--- src/hw/rtl/multi_channel_rate_divider_macros.svh ---
// Assertion macros used by the rate divider sequencer.
`ifndef MULTI_CHANNEL_RATE_DIVIDER_MACROS_SVH
`define MULTI_CHANNEL_RATE_DIVIDER_MACROS_SVH

`ifndef SYNTHESIS

// Property that must hold on every clock edge out of reset.
`define MCRD_ASSERT(lbl, prop) \
    lbl: assert property (@(posedge clk) disable iff (!rst_n) (prop)) \
        else $error("mcrd assertion failed");

// Condition that must be followed by a consequence in the next cycle.
`define MCRD_ASSERT_NEXT(lbl, ante, cons) \
    lbl: assert property (@(posedge clk) disable iff (!rst_n) (ante) |=> (cons)) \
        else $error("mcrd assertion failed");

`else

`define MCRD_ASSERT(lbl, prop)
`define MCRD_ASSERT_NEXT(lbl, ante, cons)

`endif

`endif

--- src/hw/rtl/mcrd_pkg.sv ---
// Types and constants of the multi-channel rate divider.
package mcrd_pkg;

    localparam int MAX_ENTRIES = 16;
    localparam int STEP_W = (MAX_ENTRIES > 1) ? $clog2(MAX_ENTRIES) : 1;

    localparam logic [7:0] BASE_RATE_RST = 8'd50;

    localparam logic [1:0] KIND_TICK   = 2'd0;
    localparam logic [1:0] KIND_ADD    = 2'd1;
    localparam logic [1:0] KIND_REMOVE = 2'd2;
    localparam logic [1:0] KIND_CLEAR  = 2'd3;

    localparam logic [2:0] ST_FIRED    = 3'd0;
    localparam logic [2:0] ST_NONE     = 3'd1;
    localparam logic [2:0] ST_ADDED    = 3'd2;
    localparam logic [2:0] ST_REMOVED  = 3'd3;
    localparam logic [2:0] ST_FULL     = 3'd4;
    localparam logic [2:0] ST_NOTFOUND = 3'd5;

    typedef enum logic [2:0] {
        OP_HOLD,
        OP_ADD,
        OP_REMOVE,
        OP_TICK,
        OP_ROTATE
    } cell_op_t;

    typedef struct packed {
        logic        valid;
        logic        fire;
        logic [15:0] handle;
        logic [7:0]  rate;
        logic [7:0]  count;
    } entry_t;

    typedef struct packed {
        cell_op_t    op;
        logic [15:0] handle;
        logic [7:0]  rate;
        logic [7:0]  base;
    } cell_cmd_t;

    typedef struct packed {
        logic        full;
        logic        found;
        logic        any_fire;
        logic        any_pend;
        logic        head_fire;
        logic        later_fire;
        logic [15:0] head_handle;
    } chain_stat_t;

endpackage

--- src/hw/rtl/mcrd_ifs.sv ---
// Handshake channels of the rate divider: request, response and configuration.
interface mcrd_req_if;
    logic        valid;
    logic        ready;
    logic [1:0]  kind;
    logic [15:0] handle;
    logic [7:0]  rate;

    modport source (output valid, kind, handle, rate, input ready);
    modport sink (input valid, kind, handle, rate, output ready);
endinterface

interface mcrd_rsp_if;
    logic        valid;
    logic        ready;
    logic [2:0]  status;
    logic [15:0] fired_handle;
    logic [31:0] tick_count;
    logic        last;

    modport source (output valid, status, fired_handle, tick_count, last, input ready);
    modport sink (input valid, status, fired_handle, tick_count, last, output ready);
endinterface

interface mcrd_cfg_if;
    logic       valid;
    logic       ready;
    logic [7:0] base_rate;

    modport source (output valid, base_rate, input ready);
    modport sink (input valid, base_rate, output ready);
endinterface

--- src/hw/rtl/mcrd_cell.sv ---
// One list slot: holds an entry and moves it to or from its neighbors.
module mcrd_cell
    import mcrd_pkg::*;
(
    input  logic      clk,
    input  logic      rst_n,
    input  cell_cmd_t cmd,
    input  entry_t    left,
    input  entry_t    right,
    input  logic      found_in,
    output logic      found_out,
    output entry_t    cur,
    output logic      fire_now
);

    logic        valid_reg, valid_next;
    logic        fire_reg, fire_next;
    logic [15:0] handle_reg, handle_next;
    logic [7:0]  rate_reg, rate_next;
    logic [7:0]  count_reg, count_next;
    logic [8:0]  diff;
    logic [7:0]  refill;
    logic        at_or_below;
    logic        match;

    assign cur = '{valid: valid_reg, fire: fire_reg, handle: handle_reg,
                   rate: rate_reg, count: count_reg};

    assign diff        = {1'b0, count_reg} - {1'b0, rate_reg};
    assign at_or_below = diff[8] || (diff == 9'd0);
    assign refill      = diff[7:0] + cmd.base;
    assign fire_now    = valid_reg && at_or_below;

    assign match     = valid_reg && (handle_reg == cmd.handle);
    assign found_out = found_in || match;

    always_comb
    begin
        valid_next  = valid_reg;
        fire_next   = fire_reg;
        handle_next = handle_reg;
        rate_next   = rate_reg;
        count_next  = count_reg;
        case (cmd.op)
            OP_ADD:
            begin
                valid_next  = left.valid;
                fire_next   = left.fire;
                handle_next = left.handle;
                rate_next   = left.rate;
                count_next  = left.count;
            end
            OP_REMOVE:
            begin
                // close the gap from the first match on
                if (found_out)
                begin
                    valid_next  = right.valid;
                    fire_next   = right.fire;
                    handle_next = right.handle;
                    rate_next   = right.rate;
                    count_next  = right.count;
                end
            end
            OP_TICK:
            begin
                fire_next  = fire_now;
                count_next = at_or_below ? refill : diff[7:0];
            end
            OP_ROTATE:
            begin
                valid_next  = right.valid;
                fire_next   = right.fire;
                handle_next = right.handle;
                rate_next   = right.rate;
                count_next  = right.count;
            end
            default:
            begin
                valid_next = valid_reg;
            end
        endcase
    end

    always_ff @(posedge clk or negedge rst_n)
    begin
        if (!rst_n)
        begin
            valid_reg <= 1'b0;
            fire_reg  <= 1'b0;
        end
        else
        begin
            valid_reg <= valid_next;
            fire_reg  <= fire_next;
        end
    end

    always_ff @(posedge clk)
    begin
        handle_reg <= handle_next;
        rate_reg   <= rate_next;
        count_reg  <= count_next;
    end

endmodule

--- src/hw/rtl/mcrd_ctrl.sv ---
// Sequencer: takes requests, drives the cell chain, holds the response word.
`include "multi_channel_rate_divider_macros.svh"

module mcrd_ctrl
    import mcrd_pkg::*;
(
    input  logic        clk,
    input  logic        rst_n,
    mcrd_req_if.sink    req,
    mcrd_rsp_if.source  rsp,
    mcrd_cfg_if.sink    cfg,
    input  chain_stat_t stat,
    output cell_cmd_t   cmd
);

    localparam logic S_IDLE = 1'b0;
    localparam logic S_SCAN = 1'b1;

    logic              state_reg, state_next;
    logic [STEP_W-1:0] step_reg, step_next;
    logic [7:0]        base_reg;
    logic [31:0]       ticks_reg, ticks_next;
    logic              ov_reg, ov_next;
    logic [2:0]        status_reg, status_next;
    logic [15:0]       handle_reg, handle_next;
    logic [31:0]       count_reg, count_next;
    logic              last_reg, last_next;
    logic              out_free;
    logic              take;
    logic              advance;
    logic              load;

    assign cfg.ready = 1'b1;

    assign out_free  = !ov_reg || rsp.ready;
    assign req.ready = (state_reg == S_IDLE) && out_free;
    assign take      = req.valid && req.ready;
    assign advance   = (state_reg == S_SCAN) && (!stat.head_fire || out_free);

    assign rsp.valid        = ov_reg;
    assign rsp.status       = status_reg;
    assign rsp.fired_handle = handle_reg;
    assign rsp.tick_count   = count_reg;
    assign rsp.last         = last_reg;

    always_comb
    begin
        cmd.handle = req.handle;
        cmd.base   = base_reg;
        cmd.rate   = ((req.rate == 8'd0) || (req.rate > base_reg)) ? base_reg : req.rate;
        cmd.op     = OP_HOLD;

        state_next  = state_reg;
        step_next   = step_reg;
        ticks_next  = ticks_reg;
        load        = 1'b0;
        status_next = status_reg;
        handle_next = handle_reg;
        count_next  = count_reg;
        last_next   = last_reg;

        if (take)
        begin
            load        = 1'b1;
            handle_next = req.handle;
            count_next  = ticks_reg;
            last_next   = 1'b1;
            case (req.kind)
                KIND_TICK:
                begin
                    cmd.op      = OP_TICK;
                    ticks_next  = ticks_reg + 32'd1;
                    count_next  = ticks_next;
                    status_next = ST_NONE;
                    // firing entries are reported during the rotation
                    if (stat.any_fire)
                    begin
                        load       = 1'b0;
                        state_next = S_SCAN;
                        step_next  = '0;
                    end
                end
                KIND_ADD:
                begin
                    cmd.op      = stat.full ? OP_HOLD : OP_ADD;
                    status_next = stat.full ? ST_FULL : ST_ADDED;
                end
                KIND_REMOVE:
                begin
                    cmd.op      = OP_REMOVE;
                    status_next = stat.found ? ST_REMOVED : ST_NOTFOUND;
                end
                default:
                begin
                    ticks_next  = '0;
                    count_next  = '0;
                    status_next = ST_NONE;
                end
            endcase
        end
        else if (advance)
        begin
            cmd.op    = OP_ROTATE;
            step_next = step_reg + STEP_W'(1);
            if (stat.head_fire)
            begin
                load        = 1'b1;
                status_next = ST_FIRED;
                handle_next = stat.head_handle;
                count_next  = ticks_reg;
                last_next   = !stat.later_fire;
            end
            if (step_reg == STEP_W'(MAX_ENTRIES - 1))
            begin
                state_next = S_IDLE;
            end
        end

        if (load)
        begin
            ov_next = 1'b1;
        end
        else if (rsp.ready)
        begin
            ov_next = 1'b0;
        end
        else
        begin
            ov_next = ov_reg;
        end
    end

    always_ff @(posedge clk or negedge rst_n)
    begin
        if (!rst_n)
        begin
            state_reg <= S_IDLE;
            step_reg  <= '0;
            base_reg  <= BASE_RATE_RST;
            ticks_reg <= '0;
            ov_reg    <= 1'b0;
        end
        else
        begin
            state_reg <= state_next;
            step_reg  <= step_next;
            ticks_reg <= ticks_next;
            ov_reg    <= ov_next;
            if (cfg.valid && cfg.ready)
            begin
                base_reg <= cfg.base_rate;
            end
        end
    end

    always_ff @(posedge clk)
    begin
        if (load)
        begin
            status_reg <= status_next;
            handle_reg <= handle_next;
            count_reg  <= count_next;
            last_reg   <= last_next;
        end
    end

    `MCRD_ASSERT(a_idle_no_pending, (state_reg == S_IDLE) |-> !stat.any_pend)
    `MCRD_ASSERT_NEXT(a_tick_fire_scans, take && (req.kind == KIND_TICK) && stat.any_fire,
                      state_reg == S_SCAN)
    `MCRD_ASSERT_NEXT(a_scan_end_clean,
                      advance && (step_reg == STEP_W'(MAX_ENTRIES - 1)),
                      (state_reg == S_IDLE) && !stat.any_pend)
    `MCRD_ASSERT(a_ticks_step, (ticks_reg == $past(ticks_reg)) ||
                 (ticks_reg == $past(ticks_reg) + 32'd1) || (ticks_reg == 32'd0))

endmodule

--- src/hw/rtl/multi_channel_rate_divider.sv ---
// Multi-channel rate divider: ordered list of rate-divided entries driven by ticks.
//
// Channels: req takes one word (kind, handle, rate); rsp gives result words
// (status, fired_handle, tick_count, last); cfg writes base_rate and is always ready.
// The list lives in a chain of MAX_ENTRIES cells, newest entry in cell 0.
// Add, remove and clear-tick-count words give one result word in the cycle after
// acceptance. On acceptance an add with room shifts the whole chain by one cell and
// a remove shifts the cells from the match on. A tick updates all counters in the
// cycle it is accepted. If nothing fires, one "nothing fired" word follows in the
// next cycle. Otherwise the chain rotates once around, and each firing entry is
// reported as it passes cell 0, in list order, last set on the final one.
// req takes the next word only while idle and the response word is free or being
// taken; after a firing tick it waits for the end of the rotation.
// A stalled rsp holds the current word; the rotation goes on until the next firing
// entry reaches cell 0 and pauses there until the word is taken.
// Reset empties the list, clears the tick count and sets base_rate to 50.
module multi_channel_rate_divider
    import mcrd_pkg::*;
(
    input  logic       clk,
    input  logic       rst_n,
    mcrd_req_if.sink   req,
    mcrd_rsp_if.source rsp,
    mcrd_cfg_if.sink   cfg
);

    cell_cmd_t   cmd;
    chain_stat_t stat;
    entry_t      cells   [MAX_ENTRIES];
    entry_t      lefts   [MAX_ENTRIES];
    entry_t      rights  [MAX_ENTRIES];
    logic        fires   [MAX_ENTRIES];
    logic        found_c [MAX_ENTRIES+1];
    entry_t      new_entry;
    entry_t      tail_in;

    assign new_entry = '{valid: 1'b1, fire: 1'b0, handle: cmd.handle,
                         rate: cmd.rate, count: cmd.base};

    // wrap cell 0 round to the tail, its fire flag already reported
    always_comb
    begin
        tail_in = '0;
        if (cmd.op == OP_ROTATE)
        begin
            tail_in      = cells[0];
            tail_in.fire = 1'b0;
        end
    end

    assign found_c[0] = 1'b0;

    for (genvar i = 0; i < MAX_ENTRIES; i++)
    begin : g_cell
        if (i == 0)
        begin : g_head
            assign lefts[i] = new_entry;
        end
        else
        begin : g_body
            assign lefts[i] = cells[i-1];
        end
        if (i == MAX_ENTRIES - 1)
        begin : g_tail
            assign rights[i] = tail_in;
        end
        else
        begin : g_inner
            assign rights[i] = cells[i+1];
        end

        mcrd_cell u_cell (
            .clk       (clk),
            .rst_n     (rst_n),
            .cmd       (cmd),
            .left      (lefts[i]),
            .right     (rights[i]),
            .found_in  (found_c[i]),
            .found_out (found_c[i+1]),
            .cur       (cells[i]),
            .fire_now  (fires[i])
        );
    end

    always_comb
    begin
        stat.full        = cells[MAX_ENTRIES-1].valid;
        stat.found       = found_c[MAX_ENTRIES];
        stat.head_fire   = cells[0].fire;
        stat.head_handle = cells[0].handle;
        stat.any_fire    = 1'b0;
        stat.any_pend    = 1'b0;
        stat.later_fire  = 1'b0;
        for (int i = 0; i < MAX_ENTRIES; i++)
        begin
            stat.any_fire = stat.any_fire | fires[i];
            stat.any_pend = stat.any_pend | cells[i].fire;
            if (i > 0)
            begin
                stat.later_fire = stat.later_fire | cells[i].fire;
            end
        end
    end

    mcrd_ctrl u_ctrl (
        .clk   (clk),
        .rst_n (rst_n),
        .req   (req),
        .rsp   (rsp),
        .cfg   (cfg),
        .stat  (stat),
        .cmd   (cmd)
    );

endmodule
--- src/flat_wrapper.sv ---
// flat-port wrapper written by rule: the top's interface ports become plain ports
module multi_channel_rate_divider_flat import mcrd_pkg::*;
  (clk, rst_n, req_valid, req_kind, req_handle, req_rate, req_ready, rsp_valid, rsp_status, rsp_fired_handle, rsp_tick_count, rsp_last, rsp_ready, cfg_valid, cfg_base_rate, cfg_ready);
  mcrd_req_if req_i ();
  mcrd_rsp_if rsp_i ();
  mcrd_cfg_if cfg_i ();
  input  logic clk;
  input  logic rst_n;
  input wire logic [$bits(req_i.valid)-1:0] req_valid;
  input wire logic [$bits(req_i.kind)-1:0] req_kind;
  input wire logic [$bits(req_i.handle)-1:0] req_handle;
  input wire logic [$bits(req_i.rate)-1:0] req_rate;
  output wire logic [$bits(req_i.ready)-1:0] req_ready;
  output wire logic [$bits(rsp_i.valid)-1:0] rsp_valid;
  output wire logic [$bits(rsp_i.status)-1:0] rsp_status;
  output wire logic [$bits(rsp_i.fired_handle)-1:0] rsp_fired_handle;
  output wire logic [$bits(rsp_i.tick_count)-1:0] rsp_tick_count;
  output wire logic [$bits(rsp_i.last)-1:0] rsp_last;
  input wire logic [$bits(rsp_i.ready)-1:0] rsp_ready;
  input wire logic [$bits(cfg_i.valid)-1:0] cfg_valid;
  input wire logic [$bits(cfg_i.base_rate)-1:0] cfg_base_rate;
  output wire logic [$bits(cfg_i.ready)-1:0] cfg_ready;
  assign req_i.valid = req_valid;
  assign req_i.kind = req_kind;
  assign req_i.handle = req_handle;
  assign req_i.rate = req_rate;
  assign req_ready = req_i.ready;
  assign rsp_valid = rsp_i.valid;
  assign rsp_status = rsp_i.status;
  assign rsp_fired_handle = rsp_i.fired_handle;
  assign rsp_tick_count = rsp_i.tick_count;
  assign rsp_last = rsp_i.last;
  assign rsp_i.ready = rsp_ready;
  assign cfg_i.valid = cfg_valid;
  assign cfg_i.base_rate = cfg_base_rate;
  assign cfg_ready = cfg_i.ready;
  multi_channel_rate_divider u_core (.clk(clk), .rst_n(rst_n), .req(req_i), .rsp(rsp_i), .cfg(cfg_i));
endmodule
--- config.mk ---
export PLATFORM = sky130hd
export DESIGN_NAME = multi_channel_rate_divider_flat
export DESIGN_NICKNAME = d
export VERILOG_FILES = /design/src/hw/rtl/mcrd_pkg.sv /design/src/hw/rtl/mcrd_ifs.sv /design/src/hw/rtl/mcrd_cell.sv /design/src/hw/rtl/mcrd_ctrl.sv /design/src/hw/rtl/multi_channel_rate_divider.sv /design/src/flat_wrapper.sv
export VERILOG_INCLUDE_DIRS = /design/src /design/src/hw/rtl
export SDC_FILE = /design/constraint.sdc
export NUM_CORES = 2
export LEC_CHECK = 0
export CAP_MARGIN = 20
export CORE_MARGIN = 5
export CORE_UTILIZATION = 50
export CTS_BUF_LIST = sky130_fd_sc_hd__clkbuf_4 sky130_fd_sc_hd__clkbuf_8
export DETAILED_ROUTE_END_ITERATION = 6
export DONT_BUFFER_PORTS = 1
export PLACE_DENSITY = 0.67
export SLEW_MARGIN = 20
export SYNTH_ARGS = -nofsm -noshare
export SYNTH_HDL_FRONTEND = slang
export SYNTH_SLANG_ARGS = --single-unit
--- constraint.sdc ---
create_clock -name clk -period 5 [get_ports clk]
set_clock_uncertainty 0.05 [all_clocks]
set_input_delay 0.75 -clock clk [delete_from_list [all_inputs] [get_ports clk]]
set_output_delay 0.75 -clock clk [all_outputs]
set_load 0.01 [all_outputs]
==> flow_summary.yaml <==
sta:
  post-route-min-period_ns: 4.62
  slew_violations: 0
  hold_viol_final: 0
  timing.fmax_mhz: 216
  setup_viol: 0
  hold_slack_ns: 0.0457
  rsz0062_at_grt: "false"
  tightest_slew_ns: 1.10
  relSlewSlack_pct: 26.3
  tns_ns: 0
  fin_crit_sh_pct: 92.5
global_routing:
  grt_util_met2_pct: 44.3
  grt_overflow: 0
  busiest_layer: "met2"
  grt_max_degree: 209
  antenna_found_initial: 3
  use_met3_pct: 5.90
  grt_use_total_pct: 29.6
  grt_pass1_vias: 33700
  grt_use_met1_pct: 43.4
  grt_pass1_wl_mm: 208
place:
  io_buffers: 0
  dpl.hpwl_mm: 98.4
  placedCellCount: 5680
  gp_congestion: 0.934
  placed_area_um2: 44200
finish:
  fin_nets: 4981
  largest_register_ffs: 256
  area_growth_pct: 9.01
  layout_commonest_cell: "nand2_1"
  drive_gt1_share_pct: 6.99
  fin_cells: 5898
  final_area_um2: 46800
  final_cell_mix: "nand2_1 (1,127), edfxtp_1 (564), o21ai_0 (362), xor2_1 (269), inv_1 (265)"
status:
  status: "finished, final reports clean"
route:
  post-route-drc-count: 0
  totalWireLength_mm: 140
  viasPerCell: 6.06
  ant_nets: 0
  wl_per_cell_um: 23.8
  dr.pass1.iters: 6
  num_vias: 35700
  drt_iter0_markers: 4738
logic_synthesis:
  synth.area.top_cells: "edfxtp_1 (39%), nand2_1 (9.9%), ha_1 (7.5%)"
  synth_edf_count: 564
  ys_async_sr_fraction_pct: 12.1
  ys_types: 86
  synth.largest_area_cell: "edfxtp_1"
  yosys_warnings: 0
  synth_top_area_share_pct: 39.4
  synth_area_um2: 42900
  ys.flop_type: "edfxtp_1"
  syn_nets: 4998
  ys_seq_elements: 642
  yosysSeqAreaShare_pct: 44.0
  synth_cells: 4671
  synth_area_per_cell_um2: 9.20
cts:
  htreeDepth: 3
  post_cts_buffers: 0
  clk_latency_ns: 0.80
  path_clk_slew_ns: 0.07
  cts_sinks: 642
  cts.repair.resized: 0
  clk_path_buf_depth: 3
  ctsHoldBuffers: 3
  cts-buffers-inserted: 113
  root_buffer: "clkbuf_8"
  cts_tree: "built"
floorplan:
  dieArea_um2: 91900
  die_x_um: 303
  die_h_um: 303
  rows: 107
  initial_core_util_pct: 50.4
  core_um2: 85300
  io_pins: 94
worst_hold_path:
  hold_path.class: "input port to flip-flop"
  hold_depth: 2
setup_path:
  r2r_cells: 15
  required_ns: 5.43
  crit_type: "flip-flop to flip-flop"
  crit_fanout: 52
  cp-start-kind: "flip-flop"
  cp.arrival_ns: 5.05
  crit_path_end_kind: "flip-flop"
  rrSetupSlack_ns: 0.38
job:
  cap_violations: 0
-- metrics by stage --
| step | util [%] | worst slack [ns] |
|---|---|---|
| finish | 54.9 | 0.377 |
| global route | 54.9 | 0.150 |
| floorplan | - | 0.326 |
| detailed placement | 51.9 | 0.556 |
| CTS | 54.9 | 0.553 |
| global placement | 51.9 | 0.553 |
-- synth_stat cells, drive strengths merged (69+ instances only) --
master,number
nand2,1128
edfxtp,564
o21ai,370
xor2,269
inv,265
ha,256
a21oi,252
nor2,215
xnor2,153
clkbuf,150
a22oi,129
dfrtp,75
nor3,69
-- area by class of cell --
class | instances | area, um^2
multi-input cells | 3554 | 22200
clock buffers | 150 | 1900
flip-flops and latches | 642 | 18900
inverters | 266 | 998
clock inverters | 61 | 634
fillers | 7699 | 38500
diodes | 4 | 10.0
well taps | 1144 | 1430
repair buffers | 77 | 716
-- critical path, stage by stage, from the launching register on --
cell and delay [ns]:
edfxtp_1 0.39, inv_1 0.10, ha_1 0.17, inv_1 0.06
fa_1 0.46, a211oi_1 0.40, o21ai_0 0.21, a211oi_1 0.35
nand2b_1 0.16, o41ai_1 0.08, buf_4 0.16, a2111oi_0 0.72
and4_1 0.36, a21oi_4 0.13, nor2_4 0.18, buf_12 0.27
-- logic make-up (layout without fill, tap and decap cells) --
logic type	count (synthesis)	in the layout	synth area share [%]
AOI/OAI and AO/OA	1051	1051	15.2
DFF	642	642	44.0
muxes	59	59	1.41
buffers and inverters	475	554	4.47
and+or+nand+nor	1733	1733	17.4
adders and majority gates	288	288	8.95
other	1	5	0.00873
xor gates and xnor gates	422	422	8.61
-- layer usage --
metal,vias to the layer above,share of wire [%]
li1,16400,-
met1,17100,43
met2,1896,43
met3,273,11
met4,0,3.4
met5,-,0
-- worst paths after layout --
path | from | endpoint
setup / recovery | u_core.g_cell[6].u_cell.count_reg[0] | u_core.u_ctrl.rsp.fired_handle[11]
max in group asynchronous | rst_n | u_core.u_ctrl.base_reg[2]
hold / removal | cfg_base_rate[6] | u_core.u_ctrl.base_reg[6]
hold reg to reg | u_core.u_ctrl.ticks_reg[31] | u_core.u_ctrl.ticks_reg[31]
min in group asynchronous | rst_n | u_core.u_ctrl.ticks_reg[16]
setup reg to reg | u_core.g_cell[6].u_cell.count_reg[0] | u_core.u_ctrl.rsp.fired_handle[11]
Power is not shown: default switching activity piles up to over one toggle a cycle in this logic, so the estimate is an artifact.
